File: config.mk
export PLATFORM = sky130hd
export DESIGN_NAME = asqrt_div_cell
export DESIGN_NICKNAME = d
export VERILOG_FILES = /design/src/asqrt_div_cell.sv
export SDC_FILE = /design/constraint.sdc
export NUM_CORES = 1
export LEC_CHECK = 0
export BUFFER_PORTS_ARGS = -buffer_cell sky130_fd_sc_hd__buf_2
export CORE_UTILIZATION = 44
export CTS_BUF_LIST = sky130_fd_sc_hd__clkbuf_4
export CTS_CLUSTER_SIZE = 12
export DETAILED_ROUTE_END_ITERATION = 8
export PLACE_DENSITY_LB_ADDON = 0.05
export SETUP_SLACK_MARGIN = 0.05
export SYNTH_ARGS = -nofsm -noshare
export SYNTH_HDL_FRONTEND = slang
export SYNTH_SLANG_ARGS = --single-unit
File: constraint.sdc
create_clock -name clock -period 2.2 [get_ports clock]
set_clock_uncertainty 0.05 [all_clocks]
set_input_delay 0.11 -clock clock [delete_from_list [all_inputs] [get_ports clock]]
set_output_delay 0.11 -clock clock [all_outputs]
set_load 0.02 [all_outputs]
File: src/asqrt_div_cell.sv
// One restoring division step: shifts in a dividend bit and emits one quotient bit.
`default_nettype none
module asqrt_div_cell #(
   parameter int DW = 24,
   parameter int QW = 40,
   parameter int NW = 40
) (
   input  wire logic          clock,
   input  wire logic          step_en,
   input  wire logic [DW-1:0] den_i,
   input  wire logic [DW-1:0] rem_i,
   input  wire logic [NW-1:0] num_i,
   input  wire logic [QW-1:0] quo_i,
   output logic      [DW-1:0] den_ff,
   output logic      [DW-1:0] rem_ff,
   output logic      [NW-1:0] num_ff,
   output logic      [QW-1:0] quo_ff
);
   logic [DW:0]   rem_sh;
   logic [DW-1:0] rem_in;
   logic          qbit;

   // compare shifted remainder against divisor
   always_comb begin
      rem_sh = {rem_i, num_i[NW-1]};
      qbit   = (rem_sh >= {1'b0, den_i});
      rem_in = qbit ? DW'(rem_sh - {1'b0, den_i}) : DW'(rem_sh);
   end

   always_ff @(posedge clock) begin
      if (step_en) begin
         den_ff <= den_i;
         rem_ff <= rem_in;
         num_ff <= {num_i[NW-2:0], 1'b0};
         quo_ff <= {quo_i[QW-2:0], qbit};
      end
   end
endmodule
`default_nettype wire

==> impl_metrics.env <==
export IMPL_status="complete, no violations"
export IMPL_syn2layout_area_growth_pct=64.3
export IMPL_detail_route_iter0_violations=275
export IMPL_dp_hpwl_mm=11.9
export IMPL_p_per_area_nw_per_um2=679
export IMPL_p_clk_frac=0.286
export IMPL_p_switching_mw=1.80
export IMPL_period_needed_ps=2060
export IMPL_initial_core_util=0.455
export IMPL_die_area_um2=13700
export IMPL_nets=1031
export IMPL_cp_max_fo=11
export IMPL_whs_endpoint="rem_ff[1]"
export IMPL_max_slew_margin_rel=0.609
export IMPL_yosysTopAreaCell="edfxtp_1"
export IMPL_startpoint_type="input pin"
export IMPL_synth_net_count=563
export IMPL_ys_warn_count=0
export IMPL_routed_wl_mm=17.4
export IMPL_critPathTopFamily="buffers and inverters"
export IMPL_busiest_layer="met2"
export IMPL_ys_seq_area_frac=0.656
export IMPL_clock_path_buffers=2
export IMPL_ir_drop_mv=0.382
export IMPL_first_pass_iters=4
export IMPL_synth_cells=408
export IMPL_synth_edf_count=127
export IMPL_ys_ff_latch=127
export IMPL_fin_setup_tns_ps=0
export IMPL_crit_type="input pin to register"
export IMPL_finalHoldViolations=0
export IMPL_sequentialPowerShare=0.460
export IMPL_cts_max_level=4
export IMPL_endpoint_kind="register"
export IMPL_pre_cts_ws_ps=-298
export IMPL_critPathBufInv=5
export IMPL_cts_sinks=127
export IMPL_avgSynthCellArea_um2=14.3
export IMPL_post_dp_cell_area_um2=7940
export IMPL_fin_crit_sh=0.937
export IMPL_tightest_slew_ps=580
export IMPL_rsz0062_at_grt="false"
export IMPL_grtUsageMet1=0.282
export IMPL_place_port_buffers=255
export IMPL_whs_ps=51.2
export IMPL_yosysTopAreaCellShare=0.656
export IMPL_path_clk_slew_ps=110
export IMPL_async_flop_share=0
export IMPL_ys_types=62
export IMPL_ios=258
export IMPL_wl_per_cell_um=16.4
export IMPL_cts_inserted_buffers=17
export IMPL_setup_viol=0
export IMPL_synth_area_leaders="edfxtp_1, ha_1, inv_1"
export IMPL_arrival_ps=2320
export IMPL_register_area_um2=3810
export IMPL_vias=5189
export IMPL_grt_overflow_total=0
export IMPL_ys_flop_type="edfxtp_1"
export IMPL_grt_use_total=0.257
export IMPL_ctsRootBufferMaster="clkbuf_4"
export IMPL_maxCapViolations=0
export IMPL_ant_nets=0
export IMPL_holdCritPathClass="input pin to register"
export IMPL_core_area_um2=12800
export IMPL_hold_path_depth=3
export IMPL_multiInputGateArea_um2=1850
export IMPL_total_power_mw=6.49
export IMPL_slowest_delay_ps=550
export IMPL_fin_area_um2=9550
export IMPL_worst_path_max_delay_cell="dlygate4sd3_1"
export IMPL_timing_critical_path_cells="dlygate4sd3_1 > buf_2 > inv_2 > ha_4 > nand4_1 > nor3_1 > a311oi_2 > a21bo_4 > nor2_8 > inv_6 > buf_4 > a31o_2"
export IMPL_tritoncts="yes"
export IMPL_fill_cells=885
export IMPL_die_w_um=117
export IMPL_syn_area_um2=5810
export IMPL_crit_required_ps=2460
export IMPL_swShare=0.278
export IMPL_drive_above_1_share=0.454
export IMPL_grt_pass1_wl_mm=25.7
export IMPL_drc=0
export IMPL_report_final_slew_viol_count=0
export IMPL_globalRouteMet3Util=0.0675
export IMPL_postCtsSetupBuffers=0
export IMPL_grt_use_met2=0.452
export IMPL_die_h_um=117
export IMPL_hold_start="den_i[1]"
export IMPL_grt_pass1_vias=5208
export IMPL_p_leak_nw=4.19
export IMPL_gp_congestion=0.872
export IMPL_antenna_found_initial=3
export IMPL_p_int_mw=4.69
export IMPL_fin_ws_ps=139
export IMPL_pwr_share_comb=0.255
export IMPL_row_count=41
export IMPL_viasPerCell=4.88
export IMPL_fmax_mhz=485
export IMPL_grt_max_degree=40
==> cells by family after synthesis <==
logic type | after synthesis | share of synthesized area
AOI/OAI and AO/OA | 96 | 0.125
xor gates and xnor gates | 11 | 0.0166
adders and majority gates | 25 | 0.0551
buffers and inverters | 50 | 0.0415
DFF | 127 | 0.656
muxes | 10 | 0.0226
other | 1 | 0.000645
and+or+nand+nor | 88 | 0.0826
==> worst max path at each step <==
stage | start | endpoint | slack, ps | cells after the start
after global routing | den_i[23] | rem_ff[6] | 50 | 11
after CTS | den_i[23] | rem_ff[14] | 100 | 12
after detailed placement | num_i[39] | rem_ff[14] | -300 | 10
after global placement | num_i[39] | rem_ff[14] | -290 | 10
final | den_i[23] | rem_ff[14] | 140 | 12
after floorplan | rem_i[3] | rem_ff[10] | -40 | 9
==> metrics by stage <==
stage / util / std cells
detailed placement: 0.621 / 902
finish: 0.748 / 1064
global route: 0.748 / 1063
CTS: 0.746 / 1060
floorplan: - / 408
global placement: 0.621 / 902
==> flip-flops by register name, summed over array words and instances (netlist names) <==
name / cells
num_ff: 39
rem_ff: 24
quo_ff: 40
den_ff: 24
==> what timing repair did <==
| item | CTS | global route |
|---|---|---|
| setup endpoints to repair | 0 | 9 |
| gates resized for setup | 0 | 2 |
| hold buffers | 127 | 0 |
| endpoints found under the hold margin | 159 | 0 |
==> synthesized netlist by cell type, types with 2 or more instances <==
master and count:
edfxtp_1 127, inv_1 33, a21oi_1 24, ha_1 24, nand2_1 16, nand3_1 16
o21ai_0 14, nor3_1 13, nor2_1 10, o21a_1 9, xnor2_1 8, nand4_1 7
o31ai_1 7, and3_1 6, clkbuf_1 6, buf_2 5, mux2_2 5, mux2_4 5
nor2b_1 4, o221ai_1 4, o31a_1 4, or3_1 4, a211oi_1 3, a21boi_0 3
buf_6 3, o2111ai_1 3, o211ai_1 3, xor2_1 3, a31oi_1 2, and2_1 2
nor3b_1 2, o211a_1 2, or2_2 2
==> cells in the final DEF, fill, tap and decap left out, types with 3 or more instances in the layout <==
cell / Yosys / layout
o31ai_1: 7 / 7
o21a_1: 9 / 9
o21ai_0: 14 / 13
nor2b_1: 4 / 3
o31a_1: 4 / 4
bufinv_16: 0 / 5
nor2_1: 10 / 10
o2111ai_1: 3 / 3
nand3_1: 16 / 16
o211ai_1: 3 / 3
o221ai_1: 4 / 3
xor2_1: 3 / 3
mux2_2: 5 / 5
a21boi_0: 3 / 3
a211oi_1: 3 / 3
inv_2: 0 / 4
nand2_1: 16 / 16
inv_1: 33 / 28
buf_2: 5 / 254
diode_2: 0 / 4
nand4_1: 7 / 7
clkbuf_4: 0 / 17
dlygate4sd3_1: 0 / 127
mux2_4: 5 / 5
xnor2_1: 8 / 8
edfxtp_1: 127 / 127
nor3_1: 13 / 12
and3_1: 6 / 6
ha_4: 0 / 6
a21oi_1: 24 / 24
or3_1: 4 / 4
clkinv_1: 0 / 5
ha_1: 24 / 18
buf_4: 1 / 81
==> final cells by class <==
class / instances / area share
Multi-Input combinational cell: 231 / 0.194
Timing Repair Buffer: 465 / 0.335
Clock inverter: 14 / 0.0206
Clock buffer: 17 / 0.0134
Tap cell: 172 / 0.0225
Antenna cell: 4 / 0.00105
Inverter: 34 / 0.0141
Sequential cell: 127 / 0.399
==> metal layers <==
metal	share of wire	vias to the layer above
met5	0	-
met4	0.032	0
met3	0.063	43
met2	0.51	195
met1	0.39	2436
li1	-	2515
==> power by group through the flow <==
stage | clock network [mW] | logic, mW | registers, mW
2_1_floorplan | 0 | 0.500 | 3.34
3_3_place_gp | 0 | 1.44 | 3.03
3_5_place_dp | 0 | 1.46 | 3.03
4_1_cts | 1.88 | 1.64 | 2.98
5_1_grt | 1.98 | 1.78 | 3.01
6_report | 1.85 | 1.65 | 2.98
Note: power is estimated with default switching activity, not from simulation.
