## src/asqrt_root_cell.sv

```systemverilog
// One restoring square root step: takes the next radicand pair, passes root and remainder on.
`default_nettype none
module asqrt_root_cell #(
   parameter int RW = 9,
   parameter int MW = 10
) (
   input  wire logic          clock,
   input  wire logic          step_en,
   input  wire logic [1:0]    pair_i,
   input  wire logic [RW-1:0] root_i,
   input  wire logic [MW-1:0] rem_i,
   output logic      [RW-1:0] root_ff,
   output logic      [MW-1:0] rem_ff
);
   logic [MW+1:0] rem_sh;
   logic [MW+1:0] trial;
   logic [RW-1:0] root_in;
   logic [MW-1:0] rem_in;

   // trial subtract of 4*root+1 from the shifted remainder
   always_comb begin
      rem_sh = {rem_i, pair_i};
      trial  = {{(MW-RW){1'b0}}, root_i, 2'b01};
      if (rem_sh >= trial) begin
         rem_in  = MW'(rem_sh - trial);
         root_in = {root_i[RW-2:0], 1'b1};
      end else begin
         rem_in  = MW'(rem_sh);
         root_in = {root_i[RW-2:0], 1'b0};
      end
   end

   always_ff @(posedge clock) begin
      if (step_en) begin
         root_ff <= root_in;
         rem_ff  <= rem_in;
      end
   end
endmodule
`default_nettype wire

```

## config.mk

```make
export PLATFORM = sky130hd
export DESIGN_NAME = asqrt_root_cell
export DESIGN_NICKNAME = d
export VERILOG_FILES = /design/src/asqrt_root_cell.sv
export SDC_FILE = /design/constraint.sdc
export NUM_CORES = 1
export LEC_CHECK = 0
export ABC_AREA = 0
export BUFFER_PORTS_ARGS = -buffer_cell sky130_fd_sc_hd__buf_2
export CAP_MARGIN = 20
export CORE_MARGIN = 1.5
export CORE_UTILIZATION = 45
export DETAILED_ROUTE_END_ITERATION = 8
export PLACE_DENSITY_LB_ADDON = 0.15
export SYNTH_ARGS = -nofsm -noshare
export SYNTH_HDL_FRONTEND = slang
export SYNTH_SLANG_ARGS = --single-unit
export TNS_END_PERCENT = 10
```

## constraint.sdc

```tcl
create_clock -name clock -period 2.3 [get_ports clock]
set_clock_uncertainty 0.05 [all_clocks]
set_input_delay 0.46 -clock clock [delete_from_list [all_inputs] [get_ports clock]]
set_output_delay 0.46 -clock clock [all_outputs]
set_load 0.02 [all_outputs]
```

==> summary.txt, run 1 <==
Route
  • Final wirelength: 2.57 mm
  • Via density: 5.19
  • Routed len/inst: around 12 um
  • ANT nets after route: 0
  • Drt first pass iters: 5
  • Via count: 1070
  • Total DRC errors in the routed layout: 0
  • Initial DRC count: 36

CTS
  • CTS Buffer Depth: 2
  • CTS tree: built
  • CTS sink count: 19
  • TritonCTS buffer count: 3
  • Hold-fix buffers at CTS: 0
  • CTS Root Cell: clkbuf_4
  • Htree depth: 1
  • Register clock-pin slew on the reported worst setup and hold paths: about 0.12 ns

Power and ir drop
  • Static Leak: ~0.83 nW
  • Cell Pwr Density: 571 nW/um^2
  • Worst vdd ir: 356 uV

Timing
  • Min cycle time layout: 2.20 ns
  • Final setup violation count: 0
  • Peak Freq: 0.454 GHz
  • Slew Limit Headroom: 0.693
  • Fin crit share: 0.958
  • Hold Vio Cnt, Final: 0
  • Slew @ Worst Pin: around 0.46 ns
  • Sum Neg Setup Slack: 0 ns
  • Pins Over Slew Limit: 0

Floorplanning
  • Core ar.: 2540 um^2
  • Horiz. Die Dim: ~55 um
  • Die Y: roughly 55 um
  • IO Count: 42
  • Site Rows: 18
  • Starting Density: 0.485
  • Die area: 3060 um^2

Placed design
  • DP Wirelength: ~2 mm
  • IO Port Bufs: 41
  • GP Congestion: 0.872

Synth
  • Synth area leader: edfxtp_1
  • Yosys warnings: 0
  • Yosys cell types: 31
  • Synth top area share: 0.462
  • Mapped Cells: 103
  • Netlist Area Pre-Place: 1230 um^2
  • Syn Nets: 137
  • Post-synthesis sequential area ratio: 0.462
  • Post-Syn Area per Cell: 12.0 um^2
  • FF+latch count, synth: 19
  • Top post-synthesis cells by area: edfxtp_1, ha_1, mux2_4, inv_1, xnor2_1

GRT
  • All-Layer GR Usage: 0.171
  • Vias in the first global route: 1032
  • First-pass GRT wire length: 4.25 mm
  • Pin count of the biggest net entering global routing: 20
  • Congestion Overflow GR: 0
  • Initial antenna violation count: 0

Setup path
  • WS Path Type: input port to flip-flop
  • CP endpoint: rem_ff[9]
  • CP Cell Sequence: buf_2 -> inv_1 -> ha_1 -> a21oi_2 -> o21ai_2 -> a2111oi_4 -> o21ai_4 -> mux2_1
  • Worst setup SP type: input port
  • CP Data Arrival Time: approximately 2.2 ns
  • Slowest CP cell: a2111oi_4
  • Endpoint type of the worst setup path: flip-flop
  • Required time of the critical path: 2.31 ns
  • Crit Path Max Fanout: 10
  • Largest stage delay, worst path: 0.43 ns
  • Crit path launch: root_i[5]

Layout
  • Area occupied by multi-input gates: 614 um^2
  • Fillers: 210
  • Area delta synth->final: 39.1%
  • Register area: between 500 and 600 um^2
  • Final nets: 211
  • Layout cells sized above 1: 0.483
  • ANT cells: 0
  • Final Util: 0.675

Worst hold path
  • Hold WC Path Type: input port to flip-flop
  • Hold depth: 1

Run
  • Max-cap violations: 0

Outcome
  • Status: finished, final reports clean
## worst max-delay path: cells and delay by family
kind | cells | cell delay (ns)
buffers and inverters | 2 | 0.13
multiplexers | 1 | 0.35
adder cells (fa/ha/maj) | 1 | 0.35
AO/OA/AOI/OAI | 4 | 0.92
## what timing repair did
action | CTS | global route
gates resized for setup | 0 | 1
setup endpoints to repair | 0 | 9
setup buffers | 0 | 0
## synthesized netlist by cell type (all sizes together)
cell type and instances:
edfxtp 19, inv 12, ha 11, mux2 8, o21ai 7, a21oi 6
nand2 5, nor2 5, xnor2 5, nor3 3, o211ai 3, nand2b 2
nand3 2, nor2b 2, o21a 2, a2111oi 1, a211o 1, a2bb2oi 1
a31oi 1, a41oi 1, and3 1, buf 1, mux2i 1, o31a 1
or3 1, xor2 1
## power by group
| part | leakage (nW) | switching [mW] | internal, mW | total [mW] |
|---|---|---|---|---|
| sequential | 0.186 | 0.00809 | 0.431 | 0.439 |
| combinational | 0.633 | 0.184 | 0.181 | 0.366 |
| clock | 0.0150 | 0.108 | 0.0676 | 0.175 |
## worst min-delay path by stage
stage | slack [ns] | endpoint | from
floorplan | 0.51 | root_ff[1] | root_i[0]
global placement | 0.60 | root_ff[6] | root_i[5]
detailed placement | 0.60 | root_ff[2] | root_i[1]
CTS | 0.28 | root_ff[5] | root_i[4]
global route | 0.28 | root_ff[5] | root_i[4]
finish | 0.29 | root_ff[5] | root_i[4]
## routing by layer
layer	GRT usage	vias up	part of all wire	routed length (um)
met5	0	-	0	0
met4	0.0732	0	0.016	42
met3	0.0211	4	0.043	111
met2	0.318	33	0.52	1340
met1	0.195	508	0.42	1070
li1	-	525	-	-
## cells by family (layout without fill, tap and decap cells)
| family | count (synthesis) | in the layout | share of synthesized area |
|---|---|---|---|
| AO/OA/AOI/OAI | 24 | 24 | 0.148 |
| XOR/XNOR | 6 | 6 | 0.0426 |
| adder cells (fa/ha/maj) | 11 | 11 | 0.112 |
| buffers and inverters | 13 | 86 | 0.0456 |
| flip-flops | 19 | 19 | 0.462 |
| multiplexers | 9 | 9 | 0.102 |
| AND/OR/NAND/NOR | 21 | 21 | 0.0872 |
## registers in the layout (all words and copies together), names as in the netlist
register  cells
root_ff       9
rem_ff       10
## through the flow
stage	hold WS, ns	worst slack (ns)	std cells	power [mW]	cell area (um^2)
2_1_floorplan	0.509	0.00945	103	0.673	1230
3_3_place_gp	0.602	-0.196	202	0.800	1680
3_5_place_dp	0.602	-0.262	202	0.813	1680
4_1_cts	0.284	0.0623	206	0.983	1710
5_1_grt	0.278	-0.0103	206	1.03	1720
6_report	0.287	0.0957	206	0.980	1720
## cell type report
type,count,share of cell area
Inverter,12,0.0262
Tap cell,30,0.0219
Timing Repair Buffer,70,0.246
Multi-Input combinational cell,71,0.358
Clock buffer,4,0.0153
Sequential cell,19,0.332
## layout by cell type (no fill, tap or decap), types with 2 or more instances in the layout
| master | instances |
|---|---|
| a21oi_1 | 5 |
| ha_1 | 11 |
| nor3_1 | 3 |
| o21a_1 | 2 |
| mux2_4 | 7 |
| buf_4 | 29 |
| nor2_1 | 5 |
| o21ai_0 | 4 |
| nand2_1 | 5 |
| xnor2_1 | 5 |
| inv_1 | 12 |
| buf_2 | 41 |
| o211ai_1 | 3 |
| nand2b_1 | 2 |
| nand3_1 | 2 |
| clkbuf_4 | 3 |
| edfxtp_1 | 19 |
Power figures use the tool's default switching activity.
==> run 2, diff against run 1 <==
- SETUP_SLACK_MARGIN: default -> 0.15
==> summary.txt, run 2 (same netlist as run 1, synthesis figures left out) <==
Layout
  • Biggest register: rem_ff (unchanged)
  • Largest registers: rem_ff (10), root_ff (9) (unchanged)
  • Non-Filler Instances: 202 (was 206)
  • Final nets: 207 (was 211)
  • Fillers: 187 (was 210)
  • Max reg flops: 10 (unchanged)
  • Post-route cell area: 1760 um^2 (was 1720 um^2)
  • Highest-count cells in the layout ignoring fill and taps: buf_2, buf_4, edfxtp_1 (unchanged)
  • Layout cells sized above 1: 0.512 (was 0.483)
  • ANT cells: 0 (unchanged)
  • Area delta synth->final: 42.6% (was 39.1%)
  • Most common cell after layout, fill and taps aside: buf_2 (unchanged)

Placed design
  • IO Port Bufs: 41 (unchanged)
  • GP Congestion: 0.907 (was 0.872)
  • Post-DP Area: 1690 um^2 (was 1680 um^2)
  • Cells after DPL: 196 (was 202)
  • DP Wirelength: 2.07 mm (was 2.03 mm)

CTS
  • Htree depth: 1 (unchanged)
  • CTS Root Cell: clkbuf_4 (unchanged)
  • Hold-fix buffers at CTS: 0 (unchanged)
  • Register clock-pin slew on the reported worst setup and hold paths: 0.11 ns (was 0.12 ns)
  • TritonCTS buffer count: 3 (unchanged)
  • CTS Buffer Depth: 2 (unchanged)
  • CTS tree: built (unchanged)
  • CTS sink count: 19 (unchanged)

GRT
  • Pin count of the biggest net entering global routing: 20 (unchanged)
  • First-pass GRT wire length: 4.65 mm (was 4.25 mm)
  • Congestion Overflow GR: 0 (unchanged)
  • Vias in the first global route: 1071 (was 1032)
  • All-Layer GR Usage: 0.193 (was 0.171)
  • Initial antenna violation count: 0 (unchanged)

Outcome
  • Status: finished, final reports clean (unchanged)

Timing
  • Hold Vio Cnt, Final: 0 (unchanged)
  • Min cycle time layout: 2.10 ns (was 2.20 ns)
  • Slew Limit Headroom: 0.704 (was 0.693)
  • RSZ-0062 raised after global routing: false
  • Peak Freq: 0.476 GHz (was 0.454 GHz)
  • Slew @ Worst Pin: 0.445 ns (was 0.461 ns)
  • Fin crit share: 0.913 (was 0.958)
  • Pins Over Slew Limit: 0 (unchanged)
  • Final setup violation count: 0 (unchanged)

Setup path
  • CP Cell Sequence: buf_2 -> inv_1 -> ha_4 -> a21oi_2 -> o21ai_2 -> a2111oi_4 -> buf_4 -> o21ai_4 -> mux2_1 (was buf_2 -> inv_1 -> ha_1 -> a21oi_2 -> o21ai_2 -> a2111oi_4 -> o21ai_4 -> mux2_1)
  • Worst setup SP type: input port (unchanged)
  • CP Data Arrival Time: 2.12 ns (was 2.21 ns)
  • Endpoint type of the worst setup path: flip-flop (unchanged)
  • Buffers & Inverters on Critical Path: 3 (was 2)
  • Top Family by Delay on Critical Path: compound AO/OA/AOI/OAI gates (unchanged)
  • WS Path Type: input port to flip-flop (unchanged)
  • Slowest CP cell: a2111oi_4 (unchanged)
  • Levels on crit path: 9 (was 8)
  • Required time of the critical path: 2.32 ns (was 2.31 ns)
  • Largest stage delay, worst path: 0.34 ns (was 0.43 ns)
  • Crit Path Max Fanout: 5 (was 10)

Route
  • Via density: 5.33 (was 5.19)
  • Initial DRC count: 34 (was 36)
  • Metal2 WL: 1.39 mm (was 1.34 mm)
  • Final wirelength: 2.82 mm (was 2.57 mm)
  • Drt first pass iters: 4 (was 5)
  • Total DRC errors in the routed layout: 0 (unchanged)
  • Routed len/inst: 13.9 um (was 12.5 um)
  • Max Used Layer: met4 (unchanged)
  • ANT nets after route: 0 (unchanged)
  • Via count: 1076 (was 1070)
  • WL met1: 1.19 mm (was 1.07 mm)
  • Metal3 WL: 169 um (was 111 um)

Floorplanning
  • Starting Density: 0.485 (unchanged)
  • Horiz. Die Dim: 55.4 um (unchanged)
  • Site Rows: 18 (unchanged)
  • Core ar.: 2540 um^2 (unchanged)
  • IO Count: 42 (unchanged)
  • Die Y: 55.4 um (unchanged)
  • Die area: 3060 um^2 (unchanged)

Power and ir drop
  • Cell Pwr Density: 571 nW/um^2 (about the same)
  • Worst vdd ir: 377 uV (was 356 uV)
  • Static Leak: 0.815 nW (was 0.834 nW)

Worst hold path
  • Hold depth: 1 (unchanged)
  • Hold WC Path Type: input port to flip-flop (unchanged)

Run
  • Max-cap violations: 0 (unchanged)
-- run 2: path summary, 6_finish.rpt --
path	startpoint	end	slack (ns)
setup / recovery	root_i[5]	rem_ff[9]	0.20
hold / removal	root_i[1]	root_ff[2]	0.28
-- run 2: metal layers --
| metal | vias to the layer above | track usage |
|---|---|---|
| met5 | - | 0 |
| met4 | 0 | 0.101 |
| met3 | 7 | 0.0281 |
| met2 | 46 | 0.332 |
| met1 | 501 | 0.232 |
| li1 | 522 | - |
-- run 2: cell type report --
type / instances / area, um^2 / area share
Clock buffer: 4 / 26.3 / 0.0149
Inverter: 12 / 47.5 / 0.0270
Multi-Input combinational cell: 72 / 692 / 0.393
Sequential cell: 19 / 571 / 0.324
Tap cell: 30 / 37.5 / 0.0213
Timing Repair Buffer: 65 / 385 / 0.219
-- run 2: through the flow --
step	setup WS [ns]	utilization	hold WS (ns)	total power [mW]	TNS (ns)
after floorplan	0.137	-	0.509	0.687	0
after global placement	-0.133	0.666	0.600	0.805	-1.19
after detailed placement	-0.175	0.666	0.604	0.819	-1.40
after CTS	0.167	0.676	0.282	0.993	0
after global routing	0.167	0.691	0.272	1.06	0
final	0.201	0.691	0.282	1.00	0
-- run 2: what timing repair did --
item / in CTS / in global routing
gates resized for setup: 0 / 3
setup endpoints to repair: 0 / 10
endpoints found under the hold margin: 0 / 0
setup buffers: 0 / 1
-- run 2: report_power, final --
part | total (mW) | internal (mW) | switching [mW] | leakage, nW
clock | 0.178 | 0.0678 | 0.111 | 0.0150
combinational | 0.385 | 0.187 | 0.198 | 0.614
sequential | 0.440 | 0.431 | 0.00902 | 0.186
